File: src/design/bls_pkg.sv
// ----------------------------------------------------------------------------
// bls_pkg
// Shared constants and helpers for the line stepper: default sizes,
// command codes and the width of a decoded command packet.
// ----------------------------------------------------------------------------
package bls_pkg;

    localparam int COORD_BITS_DEF  = 12;
    localparam int QUEUE_DEPTH_DEF = 4;
    localparam int COLOR_BITS      = 32;

    localparam logic CMD_START = 1'b0;
    localparam logic CMD_STEP  = 1'b1;

    // command, start x/y, major target, |dx|, |dy|, four flags, color
    function automatic int packet_bits(input int coord_bits);
        return 1 + 3 * coord_bits + 2 * (coord_bits + 1) + 4 + COLOR_BITS;
    endfunction

endpackage

File: src/design/bresenham_line_stepper.sv
// ----------------------------------------------------------------------------
// bresenham_line_stepper
// Integer line generator: start commands load a line, step commands return
// its pixels one at a time.
// ----------------------------------------------------------------------------
// Commands go in through push/full, pixels come out through empty/pop. A
// start command (command 0) loads both endpoints and the color and returns
// nothing; each step command (command 1) returns the next pixel of the line,
// with last_pixel set on the final one. The end point is not drawn, a
// zero-length line and a step while idle return nothing, and a start drops
// any line in progress. The block takes one command per cycle while the
// queue is not full and returns one pixel per cycle while the consumer pops;
// a step passes through the command queue and the output register first.
// The command queue holds QUEUE_DEPTH commands, so push keeps flowing
// while the consumer stalls until that queue fills.
module bresenham_line_stepper #(
    parameter int COORD_BITS  = bls_pkg::COORD_BITS_DEF,
    parameter int QUEUE_DEPTH = bls_pkg::QUEUE_DEPTH_DEF
) (
    input  logic                           i_clk,
    input  logic                           i_rst_n,
    input  logic                           push,
    output logic                           full,
    input  logic                           i_command,
    input  logic signed [COORD_BITS-1:0]   i_start_x,
    input  logic signed [COORD_BITS-1:0]   i_start_y,
    input  logic signed [COORD_BITS-1:0]   i_end_x,
    input  logic signed [COORD_BITS-1:0]   i_end_y,
    input  logic [bls_pkg::COLOR_BITS-1:0] i_line_color,
    output logic                           empty,
    input  logic                           pop,
    output logic signed [COORD_BITS-1:0]   o_pixel_x,
    output logic signed [COORD_BITS-1:0]   o_pixel_y,
    output logic [bls_pkg::COLOR_BITS-1:0] o_pixel_color,
    output logic                           o_last_pixel
);

    localparam int PKT_BITS = bls_pkg::packet_bits(COORD_BITS);

    logic [PKT_BITS-1:0] front_packet;
    logic [PKT_BITS-1:0] q_data;
    logic                q_valid;
    logic                q_take;
    logic                out_valid;

    bls_front #(
        .COORD_BITS (COORD_BITS)
    ) u_front (
        .i_command    (i_command),
        .i_start_x    (i_start_x),
        .i_start_y    (i_start_y),
        .i_end_x      (i_end_x),
        .i_end_y      (i_end_y),
        .i_line_color (i_line_color),
        .o_packet     (front_packet)
    );

    bls_queue #(
        .DATA_BITS (PKT_BITS),
        .DEPTH     (QUEUE_DEPTH)
    ) u_queue (
        .i_clk     (i_clk),
        .i_rst_n   (i_rst_n),
        .i_wr      (push),
        .i_wr_data (front_packet),
        .o_full    (full),
        .i_rd      (q_take),
        .o_valid   (q_valid),
        .o_rd_data (q_data)
    );

    bls_back #(
        .COORD_BITS (COORD_BITS)
    ) u_back (
        .i_clk         (i_clk),
        .i_rst_n       (i_rst_n),
        .i_cmd_valid   (q_valid),
        .i_cmd_data    (q_data),
        .o_cmd_take    (q_take),
        .o_out_valid   (out_valid),
        .i_out_pop     (pop),
        .o_pixel_x     (o_pixel_x),
        .o_pixel_y     (o_pixel_y),
        .o_pixel_color (o_pixel_color),
        .o_last_pixel  (o_last_pixel)
    );

    assign empty = !out_valid;

endmodule

File: src/design/bls_front.sv
// ----------------------------------------------------------------------------
// bls_front
// Command decode: turns a start command into the deltas, directions,
// major axis and major-axis target of the line, packed for the queue.
// ----------------------------------------------------------------------------
module bls_front #(
    parameter int COORD_BITS = bls_pkg::COORD_BITS_DEF,
    localparam int PKT_BITS  = bls_pkg::packet_bits(COORD_BITS)
) (
    input  logic                              i_command,
    input  logic signed [COORD_BITS-1:0]      i_start_x,
    input  logic signed [COORD_BITS-1:0]      i_start_y,
    input  logic signed [COORD_BITS-1:0]      i_end_x,
    input  logic signed [COORD_BITS-1:0]      i_end_y,
    input  logic [bls_pkg::COLOR_BITS-1:0]    i_line_color,
    output logic [PKT_BITS-1:0]               o_packet
);

    logic signed [COORD_BITS:0]   dx;
    logic signed [COORD_BITS:0]   dy;
    logic        [COORD_BITS:0]   abs_dx;
    logic        [COORD_BITS:0]   abs_dy;
    logic                         x_dir_neg;
    logic                         y_dir_neg;
    logic                         x_major;
    logic                         active;
    logic signed [COORD_BITS-1:0] target;

    always_comb begin
        dx        = (COORD_BITS + 1)'(i_end_x) - (COORD_BITS + 1)'(i_start_x);
        dy        = (COORD_BITS + 1)'(i_end_y) - (COORD_BITS + 1)'(i_start_y);
        x_dir_neg = (dx <= 0);
        y_dir_neg = (dy <= 0);
        abs_dx    = dx[COORD_BITS] ? (COORD_BITS + 1)'(-dx) : (COORD_BITS + 1)'(dx);
        abs_dy    = dy[COORD_BITS] ? (COORD_BITS + 1)'(-dy) : (COORD_BITS + 1)'(dy);
        x_major   = (abs_dx > abs_dy);
        target    = x_major ? i_end_x : i_end_y;
        // a zero-length major axis leaves the stepper idle
        active    = x_major ? (i_start_x != i_end_x) : (i_start_y != i_end_y);
    end

    assign o_packet = {i_command, i_start_x, i_start_y, target, abs_dx, abs_dy,
                       x_dir_neg, y_dir_neg, x_major, active, i_line_color};

endmodule

File: src/design/bls_queue.sv
// ----------------------------------------------------------------------------
// bls_queue
// Small first-in first-out queue of decoded commands between the decode
// and the stepper.
// ----------------------------------------------------------------------------
module bls_queue #(
    parameter int DATA_BITS = 8,
    parameter int DEPTH     = bls_pkg::QUEUE_DEPTH_DEF,
    localparam int PTR_BITS = (DEPTH > 1) ? $clog2(DEPTH) : 1,
    localparam int CNT_BITS = $clog2(DEPTH + 1)
) (
    input  logic                 i_clk,
    input  logic                 i_rst_n,
    input  logic                 i_wr,
    input  logic [DATA_BITS-1:0] i_wr_data,
    output logic                 o_full,
    input  logic                 i_rd,
    output logic                 o_valid,
    output logic [DATA_BITS-1:0] o_rd_data
);

    logic [DATA_BITS-1:0] r_mem [DEPTH];
    logic [PTR_BITS-1:0]  r_wr_ptr;
    logic [PTR_BITS-1:0]  r_rd_ptr;
    logic [CNT_BITS-1:0]  r_count;
    logic                 wr_en;
    logic                 rd_en;

    assign o_full    = (r_count == CNT_BITS'(DEPTH));
    assign o_valid   = (r_count != '0);
    assign wr_en     = i_wr && !o_full;
    assign rd_en     = i_rd && o_valid;
    assign o_rd_data = r_mem[r_rd_ptr];

    function automatic logic [PTR_BITS-1:0] ptr_inc(input logic [PTR_BITS-1:0] p);
        return (p == PTR_BITS'(DEPTH - 1)) ? '0 : p + PTR_BITS'(1);
    endfunction

    always_ff @(posedge i_clk) begin
        if (wr_en) begin
            r_mem[r_wr_ptr] <= i_wr_data;
        end
    end

    always_ff @(posedge i_clk) begin
        if (!i_rst_n) begin
            r_wr_ptr <= '0;
            r_rd_ptr <= '0;
            r_count  <= '0;
        end else begin
            if (wr_en) begin
                r_wr_ptr <= ptr_inc(r_wr_ptr);
            end
            if (rd_en) begin
                r_rd_ptr <= ptr_inc(r_rd_ptr);
            end
            if (wr_en && !rd_en) begin
                r_count <= r_count + CNT_BITS'(1);
            end else if (rd_en && !wr_en) begin
                r_count <= r_count - CNT_BITS'(1);
            end
        end
    end

endmodule

File: src/design/bls_back.sv
// ----------------------------------------------------------------------------
// bls_back
// Stepper: loads line state on a start command and produces one pixel per
// step command while a line is active, into an output register.
// ----------------------------------------------------------------------------
module bls_back #(
    parameter int COORD_BITS = bls_pkg::COORD_BITS_DEF,
    localparam int PKT_BITS  = bls_pkg::packet_bits(COORD_BITS)
) (
    input  logic                           i_clk,
    input  logic                           i_rst_n,
    input  logic                           i_cmd_valid,
    input  logic [PKT_BITS-1:0]            i_cmd_data,
    output logic                           o_cmd_take,
    output logic                           o_out_valid,
    input  logic                           i_out_pop,
    output logic signed [COORD_BITS-1:0]   o_pixel_x,
    output logic signed [COORD_BITS-1:0]   o_pixel_y,
    output logic [bls_pkg::COLOR_BITS-1:0] o_pixel_color,
    output logic                           o_last_pixel
);

    localparam int C = COORD_BITS;

    // head of the queue
    logic                           h_cmd;
    logic [C-1:0]                   h_sx;
    logic [C-1:0]                   h_sy;
    logic [C-1:0]                   h_target;
    logic [C:0]                     h_abs_dx;
    logic [C:0]                     h_abs_dy;
    logic                           h_xn;
    logic                           h_yn;
    logic                           h_xm;
    logic                           h_active;
    logic [bls_pkg::COLOR_BITS-1:0] h_color;

    // line state
    logic [C-1:0]                   r_cur_x;
    logic [C-1:0]                   r_cur_y;
    logic [C-1:0]                   r_target;
    logic [C:0]                     r_abs_dx;
    logic [C:0]                     r_abs_dy;
    logic signed [C+1:0]            r_err;
    logic                           r_xn;
    logic                           r_yn;
    logic                           r_xm;
    logic                           r_active;
    logic [bls_pkg::COLOR_BITS-1:0] r_color;

    // output register
    logic                           r_out_valid;
    logic [C-1:0]                   r_out_x;
    logic [C-1:0]                   r_out_y;
    logic [bls_pkg::COLOR_BITS-1:0] r_out_color;
    logic                           r_out_last;

    logic                           out_ready;
    logic                           is_step;
    logic                           emit;
    logic [C:0]                     minor;
    logic [C:0]                     major;
    logic signed [C+2:0]            e1;
    logic signed [C+2:0]            e2;
    logic                           move_minor;
    logic [C-1:0]                   n_x;
    logic [C-1:0]                   n_y;
    logic signed [C+1:0]            n_err;
    logic                           n_active;

    assign {h_cmd, h_sx, h_sy, h_target, h_abs_dx, h_abs_dy,
            h_xn, h_yn, h_xm, h_active, h_color} = i_cmd_data;

    assign out_ready  = !r_out_valid || i_out_pop;
    assign is_step    = (h_cmd == bls_pkg::CMD_STEP);
    // a step while idle is consumed without a result
    assign o_cmd_take = i_cmd_valid && (!is_step || !r_active || out_ready);
    assign emit       = o_cmd_take && is_step && r_active;

    always_comb begin
        minor      = r_xm ? r_abs_dy : r_abs_dx;
        major      = r_xm ? r_abs_dx : r_abs_dy;
        e1         = (C + 3)'(r_err) + $signed({2'b00, minor});
        e2         = e1 - $signed({2'b00, major});
        move_minor = ((e1 <<< 1) >= $signed({2'b00, major}));
        n_err      = move_minor ? e2[C+1:0] : e1[C+1:0];
        n_x        = r_cur_x;
        n_y        = r_cur_y;
        if (r_xm || move_minor) begin
            n_x = r_xn ? r_cur_x - C'(1) : r_cur_x + C'(1);
        end
        if (!r_xm || move_minor) begin
            n_y = r_yn ? r_cur_y - C'(1) : r_cur_y + C'(1);
        end
        n_active = r_xm ? (n_x != r_target) : (n_y != r_target);
    end

    always_ff @(posedge i_clk) begin
        if (!i_rst_n) begin
            r_active    <= 1'b0;
            r_out_valid <= 1'b0;
        end else begin
            if (o_cmd_take && !is_step) begin
                r_active <= h_active;
            end else if (emit) begin
                r_active <= n_active;
            end
            if (emit) begin
                r_out_valid <= 1'b1;
            end else if (i_out_pop) begin
                r_out_valid <= 1'b0;
            end
        end
    end

    always_ff @(posedge i_clk) begin
        if (o_cmd_take && !is_step) begin
            r_cur_x  <= h_sx;
            r_cur_y  <= h_sy;
            r_target <= h_target;
            r_abs_dx <= h_abs_dx;
            r_abs_dy <= h_abs_dy;
            r_err    <= '0;
            r_xn     <= h_xn;
            r_yn     <= h_yn;
            r_xm     <= h_xm;
            r_color  <= h_color;
        end else if (emit) begin
            r_cur_x <= n_x;
            r_cur_y <= n_y;
            r_err   <= n_err;
        end
        if (emit) begin
            r_out_x     <= r_cur_x;
            r_out_y     <= r_cur_y;
            r_out_color <= r_color;
            r_out_last  <= !n_active;
        end
    end

    assign o_out_valid   = r_out_valid;
    assign o_pixel_x     = r_out_x;
    assign o_pixel_y     = r_out_y;
    assign o_pixel_color = r_out_color;
    assign o_last_pixel  = r_out_last;

endmodule
File: config.mk
export PLATFORM = sky130hd
export DESIGN_NAME = bresenham_line_stepper
export DESIGN_NICKNAME = d
export VERILOG_FILES = /design/src/design/bls_pkg.sv /design/src/design/bresenham_line_stepper.sv /design/src/design/bls_front.sv /design/src/design/bls_queue.sv /design/src/design/bls_back.sv
export SDC_FILE = /design/constraint.sdc
export NUM_CORES = 1
export LEC_CHECK = 0
export BUFFER_PORTS_ARGS = -buffer_cell sky130_fd_sc_hd__buf_2
export CAP_MARGIN = 20
export CORE_ASPECT_RATIO = 0.7
export CORE_MARGIN = 2
export CORE_UTILIZATION = 61
export CTS_BUF_LIST = sky130_fd_sc_hd__clkbuf_16
export CTS_CLUSTER_DIAMETER = 40
export DETAILED_ROUTE_END_ITERATION = 10
export GPL_ROUTABILITY_DRIVEN = 0
export PLACE_DENSITY = 0.8
export SYNTH_ARGS = -nofsm -noshare
export SYNTH_HDL_FRONTEND = slang
export SYNTH_SLANG_ARGS = --single-unit
File: constraint.sdc
create_clock -name i_clk -period 6.25 [get_ports i_clk]
set_input_delay 0.3125 -clock i_clk [delete_from_list [all_inputs] [get_ports i_clk]]
set_output_delay 0.3125 -clock i_clk [all_outputs]
set_load 0.03 [all_outputs]
==> metrics <==
synth top area cells edfxtp_1 64%, mux4_2 8.6%, ha_1 5.0%; fmax 181 MHz; number of synthesized register bits 575; Area Growth Syn to Fin 14.6%; share of the synthesized area in the top cell type 64.0%; CP required 6560 ps; PostCTS Resize Cnt 0; Bufs and invs on worst path 1; R2R cell count 18; Clock Sinks 575; Netlist cell types 76; port bufs 143; min-delay worst type primary input to register; drt first-iter violations 1529; Overall Global Routing Usage 26.9%; Post-Syn Area 0.0258 sq mm; clock power share 19.6%; Final Hold Fails 0; yosys warns 0; Final ANT Viol Nets 0; setup TNS 0 ps; Yosys top cell by area edfxtp_1; die area 0.0440 sq mm; H-tree Lvls 2; Skew-Pair Late Insertion Delay 610 ps; Site Rows 63; ys flop type edfxtp_1; crit path max-delay cell type edfxtp_1; status complete, no violations; RSZ-0062 raised after global routing no; Seq/Total Area, Yosys 65.9%; drt drc 0; Gate power share 45.3%; vias per inst 6.24; CTS root buffer clkbuf_16; worst reg2reg setup slack 720 ps; Power Total 0.0168 W; CP endpoint u_back.r_cur_x[8]; P_sw 0.00645 W; die width 250 um; P_int 0.0104 W; CP startpoint u_back.r_xm; RR Startpoint u_back.r_xm; first-pass GRT wire length 88.6 mm; Num CTS Buffers 57; first-pass iteration count of the detailed router 6; Reg2Reg Capture Point u_back.r_cur_x[8]; initial antenna violation count 5; final-layout fill cell count 2671; sequential power share 35.1%; Sw Share 38.4%; total number of vias 15.1k; crit path kind register to register; Final nets 2021; VDD IR-drop max 379 uV; Setup Fix Bufs, Post-CTS 0; # IOs 144; vias in the first global route 14.9k; Max-slew headroom 25.3%; Final min period 5530 ps; critical path endpoint category register; critical path peak fanout 17; Leakage 10.5 nW; Post-Syn Instances 1598; Syn Nets 1793; Final HPWL DP 38.2 mm; WL per Instance 24.2 um; clock buffer depth 3; Worst EP arrival 5840 ps; CORE AREA 0.0420 sq mm; critical path, cell by cell buf_4, mux2_2, ha_1, and3_1, a221oi_2, a21oi_1, a21o_1, a21oi_1, xnor2_1, ha_1, a21oi_1, o21ai_0, a21o_1, a211o_1, nand4_2, nand2_1, mux2i_1, a21oi_1; Worst-path clk slew 60 ps; drt total wl 58.7 mm; max-cap violations 0; Max Slew Vio Count 0; cts hold-fix bufs 57; Final period util 88.4%; Hold Crit Depth 3; Max stage delay on crit path 620 ps; total grt overflow 0; Final Core Density 70.4%; Worst setup SP type register; fin area 0.0296 sq mm; Worst Hold Margin 41.2 ps; CP top delay family compound AO/OA/AOI/OAI gates; Mapped Avg Cell Area 16.1 sq um; largest net degree at the start of global routing 74; Post-synth ARST share 0%; Die Ht 176 um; EDFF count, synth 550; Starting Density 61.4%; TritonCTS clock tree done; Levels on crit path 18; Clock Skew 14.6 ps; power density cells 568 mW/mm^2; most frequent CP cell a21oi_1; layout cell share with drive strength beyond 1 21.5%; actual slew at the worst max-slew pin 1120 ps; Area after DPL 0.0272 sq mm; setup violators final 0
[worst min-delay path by stage]
stage | startpoint | to | slack [ps]
floorplan | u_back.r_color[0] | u_back.o_pixel_color[0] | 400
global placement | u_back.r_color[31] | u_back.o_pixel_color[31] | 400
detailed placement | u_back.r_color[15] | u_back.o_pixel_color[15] | 410
CTS | pop | u_back.o_out_valid | 10
global route | pop | u_back.o_out_valid | 30
finish | pop | u_back.o_out_valid | 40
[cell families after synthesis]
group	share of synthesized area [%]
DFF	65.9
and+or+nand+nor	5.76
AOI/OAI and AO/OA	6.42
muxes	11.5
adders and majority gates	5.54
buffers and inverters	1.54
xor gates and xnor gates	3.29
[worst min-delay path, cell delays in order]
cell and delay (ps):
buf_2 80, nand2b_1 120, a21boi_0 80
[layout by cell type (no fill, tap or decap), types with 10 or more instances in the layout]
master	n
nor2_1	68
mux2i_1	40
nor4_1	10
a211oi_1	10
dlygate4sd3_1	57
buf_2	143
or3_1	10
mux4_2	99
nor2b_1	20
nand2b_1	17
nor3_1	15
dfxtp_1	23
ha_1	103
nand2_1	64
inv_1	63
a21o_1	22
clkinv_1	11
mux2_2	29
o21a_1	16
edfxtp_1	550
xor2_1	32
a21oi_1	61
xnor2_1	65
clkbuf_16	57
o21ai_0	63
buf_4	16
nand3_1	38
[synth_stat cells (3+ instances only)]
master and count:
nor2b_1 20, or3_1 10, fa_1 7, edfxtp_1 550
o31ai_1 4, nand3b_1 5, buf_1 12, o21ai_0 63
xor2_1 32, o21a_1 16, mux2i_1 40, ha_1 103
dfxtp_1 25, nor4_1 10, clkbuf_1 28, inv_1 55
or2_2 5, xnor2_1 65, nand3_1 38, mux4_2 99
nor3_1 15, o31a_1 5, a22oi_1 6, a31oi_1 7
a21o_1 22, o311ai_0 7, and2_1 13, mux2_2 29
nor2_1 68, a211o_1 3, a21oi_1 61, a211oi_1 11
buf_2 6, nand2b_1 17, o21bai_1 4, a21boi_0 3
o211ai_1 8, and3_1 7, nand4_1 8, nor3b_1 4
nand2_1 64
[registers in the layout, indices dropped and copies added (netlist names), 13 cells and up, named ones only]
register / count
u_back.o_pixel_color: 32
u_back.r_abs_dx: 13
u_back.r_abs_dy: 13
u_back.r_color: 32
u_back.r_err: 14
u_queue.r_mem: 396
[per-layer routing]
| layer | share of wire (%) | GRT usage, % | vias up |
|---|---|---|---|
| met5 | 0 | 0 | - |
| met4 | 2.0 | 6.48 | 0 |
| met3 | 10 | 8.27 | 93 |
| met2 | 46 | 40.9 | 660 |
| met1 | 42 | 38.6 | 7633 |
| li1 | - | - | 6759 |
[through the flow]
step,cells,setup slack (ps)
6_report,2429,723
5_1_grt,2426,394
4_1_cts,2425,797
3_5_place_dp,2262,830
3_3_place_gp,2262,1020
2_1_floorplan,1598,683
[power by group through the flow]
stage | combinational [W] | clock, W | sequential, W
after detailed placement | 0.00737 | 0 | 0.00596
after global placement | 0.00709 | 0 | 0.00592
after global routing | 0.00831 | 0.00348 | 0.00597
final | 0.00761 | 0.00330 | 0.00590
after CTS | 0.00750 | 0.00333 | 0.00590
after floorplan | 0.00559 | 0 | 0.00581
[area by class of cell]
cell class	count	area (sq um)	area share, %
well taps	552	691	2.33
flip-flops and latches	575	17000	57.5
inverters	56	213	0.719
multi-input cells	920	8410	28.4
repair buffers	216	1410	4.75
diodes	4	10.0	0.0338
clock inverters	49	404	1.37
clock buffers	57	1430	4.82
(Power assumes the default switching activity.)
